$ cat config.mk
export PLATFORM = sky130hd
export DESIGN_NAME = lrfb_walker
export DESIGN_NICKNAME = d
export VERILOG_FILES = /design/src/rtl/lrfb_pkg.sv /design/src/rtl/lrfb_walker.sv
export SDC_FILE = /design/constraint.sdc
export NUM_CORES = 1
export LEC_CHECK = 0
export BUFFER_PORTS_ARGS = -buffer_cell sky130_fd_sc_hd__buf_2
export CAP_MARGIN = 5
export CORE_MARGIN = 2
export CORE_UTILIZATION = 25
export CTS_BUF_LIST = sky130_fd_sc_hd__clkbuf_8
export CTS_CLUSTER_SIZE = 10
export DETAILED_ROUTE_END_ITERATION = 10
export PLACE_DENSITY_LB_ADDON = 0.1
export SLEW_MARGIN = 20
export SYNTH_ARGS = -nofsm -noshare
export SYNTH_HDL_FRONTEND = slang
export SYNTH_SLANG_ARGS = --single-unit
$ cat constraint.sdc
create_clock -name clk -period 12.6 [get_ports clk]
set_clock_uncertainty 0.2 [all_clocks]
set_input_delay 1.26 -clock clk [delete_from_list [all_inputs] [get_ports clk]]
set_output_delay 1.26 -clock clk [all_outputs]
set_load 0.02 [all_outputs]
$ cat src/rtl/lrfb_pkg.sv
package lrfb_pkg;

  localparam int unsigned DISPLAY_WIDTH  = 128;
  localparam int unsigned DISPLAY_HEIGHT = 64;
  localparam int unsigned PAGE_COUNT     = 8;
  localparam int unsigned STORE_SIZE     = DISPLAY_WIDTH * PAGE_COUNT;
  localparam int unsigned ADDR_W         = $clog2(STORE_SIZE);
  localparam int unsigned ERR_W          = 12;

  typedef logic [ADDR_W-1:0] addr_t;

  typedef enum logic [1:0] {
    KIND_DRAW  = 2'd0,
    KIND_CLEAR = 2'd1,
    KIND_READ  = 2'd2
  } kind_t;

  typedef enum logic [2:0] {
    ST_CLEAR,
    ST_IDLE,
    ST_WALK,
    ST_DRAIN,
    ST_READ,
    ST_READ_WAIT,
    ST_FINISH
  } state_t;

  typedef struct packed {
    kind_t      kind;
    logic [7:0] x_start;
    logic [7:0] y_start;
    logic [7:0] x_end;
    logic [7:0] y_end;
    logic       pixel_on;
    logic [2:0] read_page;
    logic [6:0] read_column;
  } in_req_t;

  typedef struct packed {
    logic [7:0] read_data;
    logic       done_res;
  } out_res_t;

  typedef struct packed {
    logic       valid;
    logic       last;
    logic [7:0] x;
    logic [7:0] y;
  } point_t;

  function automatic addr_t pix_addr(logic [4:0] page, logic [7:0] col);
    logic [17:0] full;
    full = 18'(page) * 18'(DISPLAY_WIDTH) + 18'(col);
    return full[ADDR_W-1:0];
  endfunction

endpackage

$ cat src/rtl/lrfb_walker.sv
module lrfb_walker (
  input  logic          clk,
  input  logic          rst_n,
  input  logic          load,
  input  logic [7:0]    x0,
  input  logic [7:0]    y0,
  input  logic [7:0]    x1,
  input  logic [7:0]    y1,
  output lrfb_pkg::point_t pt
);
  import lrfb_pkg::*;

  logic                    active_r, active_nxt;
  logic [7:0]              x_r, x_nxt, y_r, y_nxt;
  logic [7:0]              xe_r, xe_nxt, ye_r, ye_nxt;
  logic [7:0]              dx_r, dx_nxt, dy_r, dy_nxt;
  logic                    sx_r, sx_nxt, sy_r, sy_nxt;
  logic signed [ERR_W-1:0] err_r, err_nxt;
  logic signed [ERR_W:0]   e2;
  logic signed [ERR_W:0]   dx_s, dy_s;
  logic                    step_x, step_y, at_end;
  logic [7:0]              ldx, ldy;

  always_ff @(posedge clk) begin
    if (!rst_n) begin
      active_r <= 1'b0;
    end else begin
      active_r <= active_nxt;
    end
    x_r   <= x_nxt;
    y_r   <= y_nxt;
    xe_r  <= xe_nxt;
    ye_r  <= ye_nxt;
    dx_r  <= dx_nxt;
    dy_r  <= dy_nxt;
    sx_r  <= sx_nxt;
    sy_r  <= sy_nxt;
    err_r <= err_nxt;
  end

  always_comb begin
    ldx    = (x1 > x0) ? (x1 - x0) : (x0 - x1);
    ldy    = (y1 > y0) ? (y1 - y0) : (y0 - y1);
    dx_s   = $signed({{(ERR_W-7){1'b0}}, dx_r});
    dy_s   = $signed({{(ERR_W-7){1'b0}}, dy_r});
    e2     = {err_r, 1'b0};
    step_x = e2 > -dy_s;
    step_y = e2 < dx_s;
    at_end = (x_r == xe_r) && (y_r == ye_r);

    active_nxt = active_r;
    x_nxt      = x_r;
    y_nxt      = y_r;
    xe_nxt     = xe_r;
    ye_nxt     = ye_r;
    dx_nxt     = dx_r;
    dy_nxt     = dy_r;
    sx_nxt     = sx_r;
    sy_nxt     = sy_r;
    err_nxt    = err_r;

    if (load) begin
      active_nxt = 1'b1;
      x_nxt      = x0;
      y_nxt      = y0;
      xe_nxt     = x1;
      ye_nxt     = y1;
      dx_nxt     = ldx;
      dy_nxt     = ldy;
      sx_nxt     = x0 < x1;
      sy_nxt     = y0 < y1;
      err_nxt    = $signed(ERR_W'(ldx)) - $signed(ERR_W'(ldy));
    end else if (active_r) begin
      if (at_end) begin
        active_nxt = 1'b0;
      end else begin
        if (step_x) begin
          x_nxt = sx_r ? (x_r + 8'd1) : (x_r - 8'd1);
        end
        if (step_y) begin
          y_nxt = sy_r ? (y_r + 8'd1) : (y_r - 8'd1);
        end
        err_nxt = ERR_W'(err_r - (step_x ? dy_s[ERR_W-1:0] : '0)
                               + (step_y ? dx_s[ERR_W-1:0] : '0));
      end
    end

    pt.valid = active_r;
    pt.last  = at_end;
    pt.x     = x_r;
    pt.y     = y_r;
  end

endmodule

==> results of run 1 <==
==> state kept, by name, indices dropped and copies added, names as in the netlist <==
register and count:
sx_r 1, err_r 12, active_r 1, xe_r 8, dx_r 8, y_r 8, x_r 8, sy_r 1
dy_r 8, ye_r 8
==> critical path: cells and delay by family, from the launching register on <==
| kind | cells | cell delay [ps] |
|---|---|---|
| buffers and inverters | 1 | 70 |
| AND/OR/NAND/NOR | 9 | 2210 |
| flip-flops | 1 | 460 |
| multiplexers | 1 | 380 |
| AO/OA/AOI/OAI | 6 | 1040 |
| adder cells (fa/ha/maj) | 3 | 1090 |
| XOR/XNOR | 1 | 170 |
==> placed cells by master, fill, tap and decap left out, drive strengths merged, types with 12 or more instances in the layout <==
cell,count
buf,55
a21o,16
o21ai,41
nor2,35
nand2,42
inv,98
xor2,16
ha,87
edfxtp,62
mux2,12
fa,15
a21oi,38
mux2i,12
xnor2,45
==> where the power goes <==
| group | internal [mW] | switching, mW | leakage [nW] | total (mW) |
|---|---|---|---|---|
| sequential | 0.329 | 0.0665 | 0.622 | 0.395 |
| clock | 0.0957 | 0.0910 | 0.0981 | 0.187 |
| combinational | 0.477 | 0.604 | 2.44 | 1.08 |
| total | 0.901 | 0.761 | 3.16 | 1.66 |
==> worst paths after layout <==
| path | endpoint | slack, ps | cells after the start |
|---|---|---|---|
| min reg2reg | y_r[0] | 540 | 1 |
| min | y_r[0] | 540 | 1 |
| max | err_r[11] | 6820 | 21 |
| max reg2reg | err_r[11] | 6820 | 21 |
==> layer usage <==
metal  up-vias  wire [um]  global-route usage, %
met3        17        340                   1.80
met2        57       7520                   21.5
met4         0        349                   5.03
li1       2353          -                      -
met1      2181       7720                   16.8
met5         -          0                      0
==> cell type report <==
class	instances	area, um^2
clock buffers	10	138
clock inverters	6	60.1
fillers	2615	17300
inverters	98	368
multi-input cells	475	3840
flip-flops and latches	63	1880
well taps	324	405
repair buffers	55	283
==> logic make-up after synthesis <==
group                    after synthesis
buffers and inverters                111
AND/OR/NAND/NOR                      142
flip-flops                            63
adder cells (fa/ha/maj)              102
XOR/XNOR                              61
AO/OA/AOI/OAI                        146
multiplexers                          24
==> per-stage QoR <==
step | hold slack [ps] | instances | setup slack [ps] | total power, mW
after global placement | 527 | 1015 | 6810 | 1.49
after CTS | 552 | 1031 | 6760 | 1.70
after detailed placement | 535 | 1015 | 6790 | 1.49
final | 544 | 1031 | 6820 | 1.66
after floorplan | 532 | 649 | 7430 | 1.22
after global routing | 572 | 1031 | 6380 | 1.85
==> impl_metrics.py, run 1 <==
metrics = {
    "place": {
        "placed_cell_area_mm2": 0.00678,
        "hpwl_um": 13100,
        "port_buffers": 52,
        "gp_congestion": 0.794,
    },
    "route": {
        "routed_via_density": 4.47,
        "firstDrtPassIters": 4,
        "wl_per_cell_um": 15.5,
        "drc": 0,
        "vias": 4608,
        "drt_iter0_drc": 192,
        "final_antenna_net_count": 0,
        "wl_um": 15900,
    },
    "logic_synthesis": {
        "ys_ff_latch": 63,
        "synth_edf_count": 62,
        "muxShareOfSynthArea_pct": 4.20,
        "synth_simple_gate_area_share_pct": 11.2,
        "yosys_warnings": 0,
        "synthTopCellsByCount": "inv_1 (98), ha_1 (87), edfxtp_1 (62)",
        "synth_top_area_share_pct": 30.2,
        "synth_area_mm2": 0.00617,
        "yosysSeqAreaShare_pct": 30.5,
        "synth.most_common_cell": "inv_1",
        "synth_fa_ha_area_share_pct": 22.5,
        "synth_cells": 649,
        "synth_top_family_by_area": "adder cells",
        "synthDistinctLibCells": 60,
        "yosys.area.top_type": "edfxtp_1",
        "synth-compound-area-share_pct": 15.6,
        "synthXorXnorAreaFrac_pct": 8.66,
        "synthTopCellsByArea": "edfxtp_1 (30%), ha_1 (18%), xnor2_1 (6.4%)",
        "avgSynthCellArea_um2": 9.51,
        "synth_nets": 786,
        "async_flop_share_pct": 0,
        "synth-main-ff-cell": "edfxtp_1",
    },
    "cts": {
        "clockBufferDepth": 2,
        "cts_sinks": 63,
        "cts_resized": 0,
        "cts.clk_slew.worst_paths_ps": 80,
        "cts_root_buffer": "clkbuf_8",
        "cts_max_level": 3,
        "numCtsBuffers": 9,
        "hold_buffers": 0,
        "clk_latency_ps": 370,
        "cts_tree": "done",
        "postCtsSetupRepairBufs": 0,
    },
    "critical_path": {
        "cp-end-kind": "register",
        "path_cells": "nor2_1 > nand2_1 > or4_1 > xnor2_1 > ha_1 > nand4_1 > nor2_1 > a221oi_2 > mux2_2 > a21boi_2 > and2_1 > fa_1 > inv_1 > ha_1 > a21o_1 > a21oi_1 > o21ai_1 > a21oi_1 > or3_1 > or4b_1 > nand4_1",
        "crit_slowest_cell": "or4b_1",
        "critPathKind": "register to register",
        "worstPathArrival_ps": 5810,
        "critPathLaunchType": "register",
        "critPathRequiredTime_ps": 12630,
        "max_stage_delay_ps": 520,
        "worstReg2RegStart": "dy_r[2]",
        "path_max_fanout": 8,
        "crit_path_start": "dy_r[2]",
    },
    "global_route": {
        "antenna_found_initial": 0,
        "grt_pass1_vias": 4826,
        "grt_util_all_layers_pct": 12.8,
        "grt_first_pass_wirelength_um": 25900,
        "grt_overflow_total": 0,
        "grt_max_degree": 54,
    },
    "floorplan": {
        "die_y_um": 161,
        "die-width_um": 161,
        "coreArea_mm2": 0.0242,
        "rows": 57,
        "dieArea_mm2": 0.0260,
        "top_level_ports": 53,
        "initial_core_util_pct": 25.5,
    },
    "worst_hold_path": {
        "min-delay-start": "y_r[0]",
        "hold_class": "register to register",
    },
    "sta": {
        "final-setup-viol-count": 0,
        "slew_headroom_pct": 44.2,
        "slew_violations": 0,
        "max_freq_mhz": 173,
        "rsz0062_at_grt": "no",
        "worstMarginPinSlew_ps": 834,
        "tns_ps": 0,
        "hold_viol": 0,
        "period_needed_ps": 5780,
        "finalCritPeriodShare_pct": 45.9,
    },
    "final_layout": {
        "final_util_pct": 28.8,
        "final_nets": 839,
        "fin_area_mm2": 0.00697,
        "n_antenna_cell": 0,
        "drive_gt1_share_pct": 13.9,
        "syn_to_final_growth_pct": 13.0,
    },
    "status": {
        "status": "finished, final reports clean",
    },
    "job": {
        "drv_cap": 0,
    },
    "power": {
        "leakagePower_nw": 3.16,
        "power.density_mw_per_mm2": 238,
        "vdd_ir_drop_max_v": 0.0000975,
    },
}
Note: power is estimated with default switching activity, not from simulation.
==> run 2: changes to the inputs <==
ABC_AREA = 1   (was default)
clock period = 4.7 ns   (was 12.6 ns; I/O delays follow)
==> impl_metrics.py, run 2 <==
metrics = {
    "final_layout": {
        "regMostFlops": "err_r",
        "final_nets": 1031,
        "n_antenna_cell": 0,
        "drive_gt1_share_pct": 15.2,
        "final_common_cell": "nand2_1",
        "largest_register_ffs": 12,
        "layout_common_cells": "nand2_1 (171), inv_1 (150), ha_1 (79), edfxtp_1 (62)",
        "final_util_pct": 29.5,
        "post_layout_nonfiller_instances": 1234,
        "fin_area_mm2": 0.00761,
        "syn_to_final_growth_pct": 17.1,
        "regArea_mm2": 0.00188,
        "num-fill-cells": 2831,
        "multi_input_area_mm2": 0.00412,
    },
    "sta": {
        "worst_slack_ps": 288,
        "slew_violations": 0,
        "finalCritPeriodShare_pct": 93.9,
        "slew_headroom_pct": 57.2,
        "tns_ps": 0,
        "rsz0062_at_grt": "yes",
        "worst_hold_slack_ps": 123,
        "max_freq_mhz": 227,
        "hold_viol": 0,
        "period_needed_ps": 4410,
        "final-setup-viol-count": 0,
        "worstMarginPinSlew_ps": 641,
    },
    "critical_path": {
        "crit_path_start": "dy_r[1]",
        "cp-end-kind": "register",
        "critPathMostFrequentCell": "nand2_1",
        "path_max_fanout": 6,
        "worstReg2RegStart": "dy_r[1]",
        "critPathKind": "register to register",
        "max_stage_delay_ps": 520,
        "crit_slowest_cell": "fa_1",
        "critPathRequiredTime_ps": 4610,
        "critPathLaunchType": "register",
        "cp_top_family": "simple AND/OR/NAND/NOR gates",
        "path_buf_inv": 4,
        "worstPathArrival_ps": 4320,
    },
    "route": {
        "wl_um": 18000,
        "drt_iter0_drc": 212,
        "vias": 5340,
        "routed_via_density": 4.33,
        "final_antenna_net_count": 0,
        "firstDrtPassIters": 4,
        "wl_per_cell_um": 14.6,
        "drc": 0,
    },
    "power": {
        "power.density_mw_per_mm2": 606,
        "p_total_mw": 4.61,
        "swShare_pct": 47.9,
        "seqPwrFrac_pct": 21.9,
        "leakagePower_nw": 3.78,
        "net-switching-power_mw": 2.21,
        "vdd_ir_drop_max_v": 0.000191,
        "internal-power_mw": 2.40,
        "pwr-share-comb_pct": 65.0,
        "clkPwrFrac_pct": 13.0,
    },
    "global_route": {
        "grt_overflow_total": 0,
        "grt_first_pass_wirelength_um": 28800,
        "antenna_found_initial": 0,
        "grt_util_all_layers_pct": 13.8,
        "grt_pass1_vias": 5360,
        "grt_max_degree": 42,
    },
    "cts": {
        "cts_tree": "done",
        "clk_latency_ps": 360,
        "clockBufferDepth": 2,
        "numCtsBuffers": 9,
        "cts_root_buffer": "clkbuf_8",
        "hold_buffers": 0,
        "cts.clk_slew.worst_paths_ps": 80,
        "cts_sinks": 63,
        "cts_max_level": 3,
    },
    "place": {
        "placed_cell_area_mm2": 0.00713,
        "port_buffers": 52,
        "hpwl_um": 15100,
        "dpl_worst_slack_ps": 44.5,
        "placed_cells": 1210,
        "gp_congestion": 0.850,
    },
    "floorplan": {
        "coreArea_mm2": 0.0258,
        "rows": 59,
        "dieArea_mm2": 0.0273,
        "top_level_ports": 53,
        "die_y_um": 165,
        "die-width_um": 165,
        "initial_core_util_pct": 25.2,
    },
    "logic_synthesis": {
        "synthTopCellsByArea": "edfxtp_1 (29%), ha_1 (17%), nand2_1 (10%)",
        "synth_area_mm2": 0.00650,
        "yosys.area.top_type": "edfxtp_1",
        "synth-main-ff-cell": "edfxtp_1",
        "synth_cells": 832,
        "synthDistinctLibCells": 37,
        "synth_top_area_share_pct": 28.6,
        "synth_edf_count": 62,
        "ys_ff_latch": 63,
        "synth_nets": 969,
        "synth.most_common_cell": "nand2_1",
        "yosysSeqAreaShare_pct": 29.0,
        "async_flop_share_pct": 0,
        "synthTopCellsByCount": "nand2_1 (176), inv_1 (152), ha_1 (87)",
        "avgSynthCellArea_um2": 7.81,
        "yosys_warnings": 0,
    },
    "worst_hold_path": {
        "hold_class": "input port to register",
        "min-delay-start": "y1[2]",
    },
    "status": {
        "status": "finished, final reports clean",
    },
    "job": {
        "drv_cap": 0,
    },
}
run 2: worst paths after layout:
check	end	slack, ps	cells after the start
worst max-delay path	err_r[11]	290	28
worst min-delay path	ye_r[2]	120	1
worst min register to register	active_r	390	2
worst max register to register	err_r[11]	290	28
run 2: power by group through the flow:
stage	clock [mW]	sequential, mW	combinational, mW
after global placement	0	1.03	2.72
after global routing	0.651	1.03	3.45
after detailed placement	0	1.02	2.69
after CTS	0.625	1.01	2.71
final	0.600	1.01	3.00
after floorplan	0	0.990	1.99
run 2: final cells by class:
cell class,count,share of cell area [%]
clock inverters,6,1.41
repair buffers,63,4.55
flip-flops and latches,63,24.7
multi-input cells,599,54.2
clock buffers,10,1.81
well taps,335,5.51
inverters,158,7.82
run 2: logic make-up after synthesis:
family / Yosys count / synth area share [%]
and+or+nand+nor: 314 / 20.9
buffers and inverters: 170 / 10.3
AOI/OAI and AO/OA: 130 / 11.3
adders and majority gates: 102 / 21.4
DFF: 63 / 29.0
xor gates and xnor gates: 53 / 7.14
run 2: per-layer routing:
metal | vias to the layer above | routed length (um) | part of all wire (%) | track usage (%)
li1 | 2845 | - | - | -
met5 | - | 0 | 0 | 0
met2 | 37 | 8250 | 46 | 21.9
met1 | 2448 | 9290 | 52 | 19.6
met4 | 0 | 276 | 1.5 | 4.47
met3 | 10 | 225 | 1.2 | 1.57
run 2: repair_timing:
item | 4_1_cts | 5_1_grt
setup endpoints to repair | 0 | 10
endpoints found under the hold margin | 0 | 0
buffers inserted | 0 | 8
resized for setup | 0 | 46
==> run 3: changes to the inputs <==
ABC_AREA = 0   (was 1)
==> impl_metrics.py, run 3 (synthesis gave the netlist of run 1 again) <==
metrics = {
    "status": {
        "status": "finished, violations left",
        "violations": "negative setup slack",
    },
    "place": {
        "dpl_worst_slack_ps": -708,
        "hpwl_um": 13500,
        "port_buffers": 52,
        "gp_congestion": 0.798,
    },
    "sta": {
        "final-setup-viol-count": 9,
        "period_needed_ps": 5110,
        "rsz0062_at_grt": "yes",
        "worst_slack_ps": -412,
        "worst_hold_slack_ps": 111,
        "slew_headroom_pct": 55.0,
        "hold_viol": 0,
        "slew_violations": 0,
        "worstMarginPinSlew_ps": 675,
        "finalCritPeriodShare_pct": 109,
        "max_freq_mhz": 196,
    },
    "route": {
        "wl_per_cell_um": 15.3,
        "highest_layer": "met4",
        "final_antenna_net_count": 0,
        "vias": 4787,
        "drc": 0,
        "firstDrtPassIters": 4,
        "drt_iter0_drc": 260,
        "wl_um": 16700,
        "route.met2.wl_um": 7820,
        "routedLengthMet1_um": 8170,
        "wl_met3_um": 437,
        "routed_via_density": 4.41,
    },
    "global_route": {
        "grt_first_pass_wirelength_um": 26700,
        "grt_util_all_layers_pct": 13.2,
        "grt_max_degree": 60,
        "grt_pass1_vias": 5001,
        "grt_overflow_total": 0,
        "antenna_found_initial": 0,
    },
    "power": {
        "seqPwrFrac_pct": 18.0,
        "vdd_ir_drop_max_v": 0.000585,
        "internal-power_mw": 3.27,
        "pwr-share-comb_pct": 72.5,
        "leakagePower_nw": 3.51,
        "power.density_mw_per_mm2": 764,
        "clkPwrFrac_pct": 9.5,
        "swShare_pct": 44.0,
        "net-switching-power_mw": 2.57,
    },
    "final_layout": {
        "final_common_cell": "inv_1",
        "n_antenna_cell": 0,
        "final_util_pct": 31.5,
        "drive_gt1_share_pct": 24.8,
        "layout_common_cells": "inv_1 (98), ha_1 (84), edfxtp_1 (62), buf_4 (54), buf_2 (52)",
        "regMostFlops": "err_r",
        "final_nets": 894,
        "largest_register_ffs": 12,
        "num-fill-cells": 2580,
        "syn_to_final_growth_pct": 23.9,
    },
    "critical_path": {
        "crit_path_start": "dy_r[3]",
        "worstPathArrival_ps": 5130,
        "critPathKind": "register to register",
        "critPathRequiredTime_ps": 4720,
        "critPathCapture": "err_r[11]",
        "cp-end-kind": "register",
        "r2r-end": "err_r[11]",
        "path_max_fanout": 8,
        "crit_slowest_cell": "fa_1",
        "critPathLaunchType": "register",
        "path_cells": "nor2_2 > nand2_2 > or4_4 > xnor2_2 > ha_1 > nand4_1 > nor2_2 > a221oi_2 > mux2_4 > a21boi_4 > and2_4 > fa_1 > inv_2 > ha_4 > a21o_1 > a21oi_2 > o21ai_2 > a21oi_2 > or3_4 > or4b_4 > nand4_1",
        "max_stage_delay_ps": 490,
        "timing.reg2reg.worst_path_depth": 21,
        "worstReg2RegStart": "dy_r[3]",
        "reg2reg_slack_ps": -410,
    },
    "floorplan": {
        "top_level_ports": 53,
        "die_y_um": 161,
        "rows": 57,
        "initial_core_util_pct": 25.5,
        "coreArea_mm2": 0.0242,
        "dieArea_mm2": 0.0260,
        "die-width_um": 161,
    },
    "cts": {
        "clockBufferDepth": 2,
        "cts_root_buffer": "clkbuf_8",
        "cts.clk_slew.worst_paths_ps": 90,
        "numCtsBuffers": 9,
        "cts_max_level": 3,
        "hold_buffers": 0,
        "cts_tree": "done",
        "clk_latency_ps": 370,
        "cts_sinks": 63,
    },
    "job": {
        "drv_cap": 0,
    },
    "worst_hold_path": {
        "hold_class": "input port to register",
    },
}
-- run 3: cell types whose count changed in the layout (fill, tap and decap cells not counted), sizes merged, moves of 14 or more --
cell / previous run / this run
nand2: 184 / 42
nor2: 49 / 35
nand3: 56 / 6
xnor2: 4 / 45
inv: 158 / 100
buf: 63 / 110
xor2: 49 / 16
-- run 3: cell type report --
| class | count | area [um^2] | area share [%] |
|---|---|---|---|
| multi-input cells | 475 | 4050 | 53.0 |
| flip-flops and latches | 63 | 1880 | 24.6 |
| repair buffers | 110 | 719 | 9.41 |
| well taps | 324 | 405 | 5.30 |
| inverters | 98 | 368 | 4.81 |
| clock buffers | 9 | 124 | 1.62 |
| clock inverters | 7 | 96.3 | 1.26 |
-- run 3: critical path: cells and delay by family, from the launching register on --
kind | cells | cell delay (ps)
buffers and inverters | 1 | 60
AND/OR/NAND/NOR | 9 | 1910
XOR/XNOR | 1 | 150
multiplexers | 1 | 340
adder cells (fa/ha/maj) | 3 | 1020
AO/OA/AOI/OAI | 6 | 900
flip-flops | 1 | 400
-- run 3: routing by layer --
| layer | global-route usage [%] | vias to the layer above |
|---|---|---|
| li1 | - | 2463 |
| met1 | 17.6 | 2236 |
| met2 | 21.8 | 69 |
| met4 | 3.33 | 0 |
| met5 | 0 | - |
| met3 | 2.67 | 19 |
-- run 3: power groups by stage --
stage	logic, mW	clock network [mW]	registers (mW)
final	4.23	0.553	1.05
after detailed placement	3.59	0	1.07
after floorplan	2.30	0	1.08
after CTS	3.85	0.586	1.06
after global routing	4.71	0.605	1.08
after global placement	3.58	0	1.07
-- run 3: worst min-delay path by stage --
stage	from	cells past startpoint	slack, ps	to
finish	x1[7]	1	110	xe_r[7]
global route	x1[7]	1	80	xe_r[7]
CTS	x1[7]	1	80	xe_r[7]
detailed placement	rst_n	2	480	active_r
global placement	rst_n	2	470	active_r
floorplan	x1[0]	0	370	xe_r[0]
-- run 3: repair_timing --
item,CTS,global route
endpoints found under the setup margin,9,10
resized for setup,13,21
pin swaps,11,16
gates cloned,0,0
setup buffers,7,7
-- run 3: stage by stage --
| stage | instances | TNS, ps | total power, mW | area [um^2] |
|---|---|---|---|---|
| after global placement | 1058 | -2260 | 4.65 | 7170 |
| after detailed placement | 1058 | -3880 | 4.66 | 7170 |
| after floorplan | 649 | -634 | 3.39 | 6230 |
| after global routing | 1086 | -4570 | 6.40 | 7650 |
| final | 1086 | -2150 | 5.84 | 7650 |
| after CTS | 1081 | -2430 | 5.49 | 7510 |
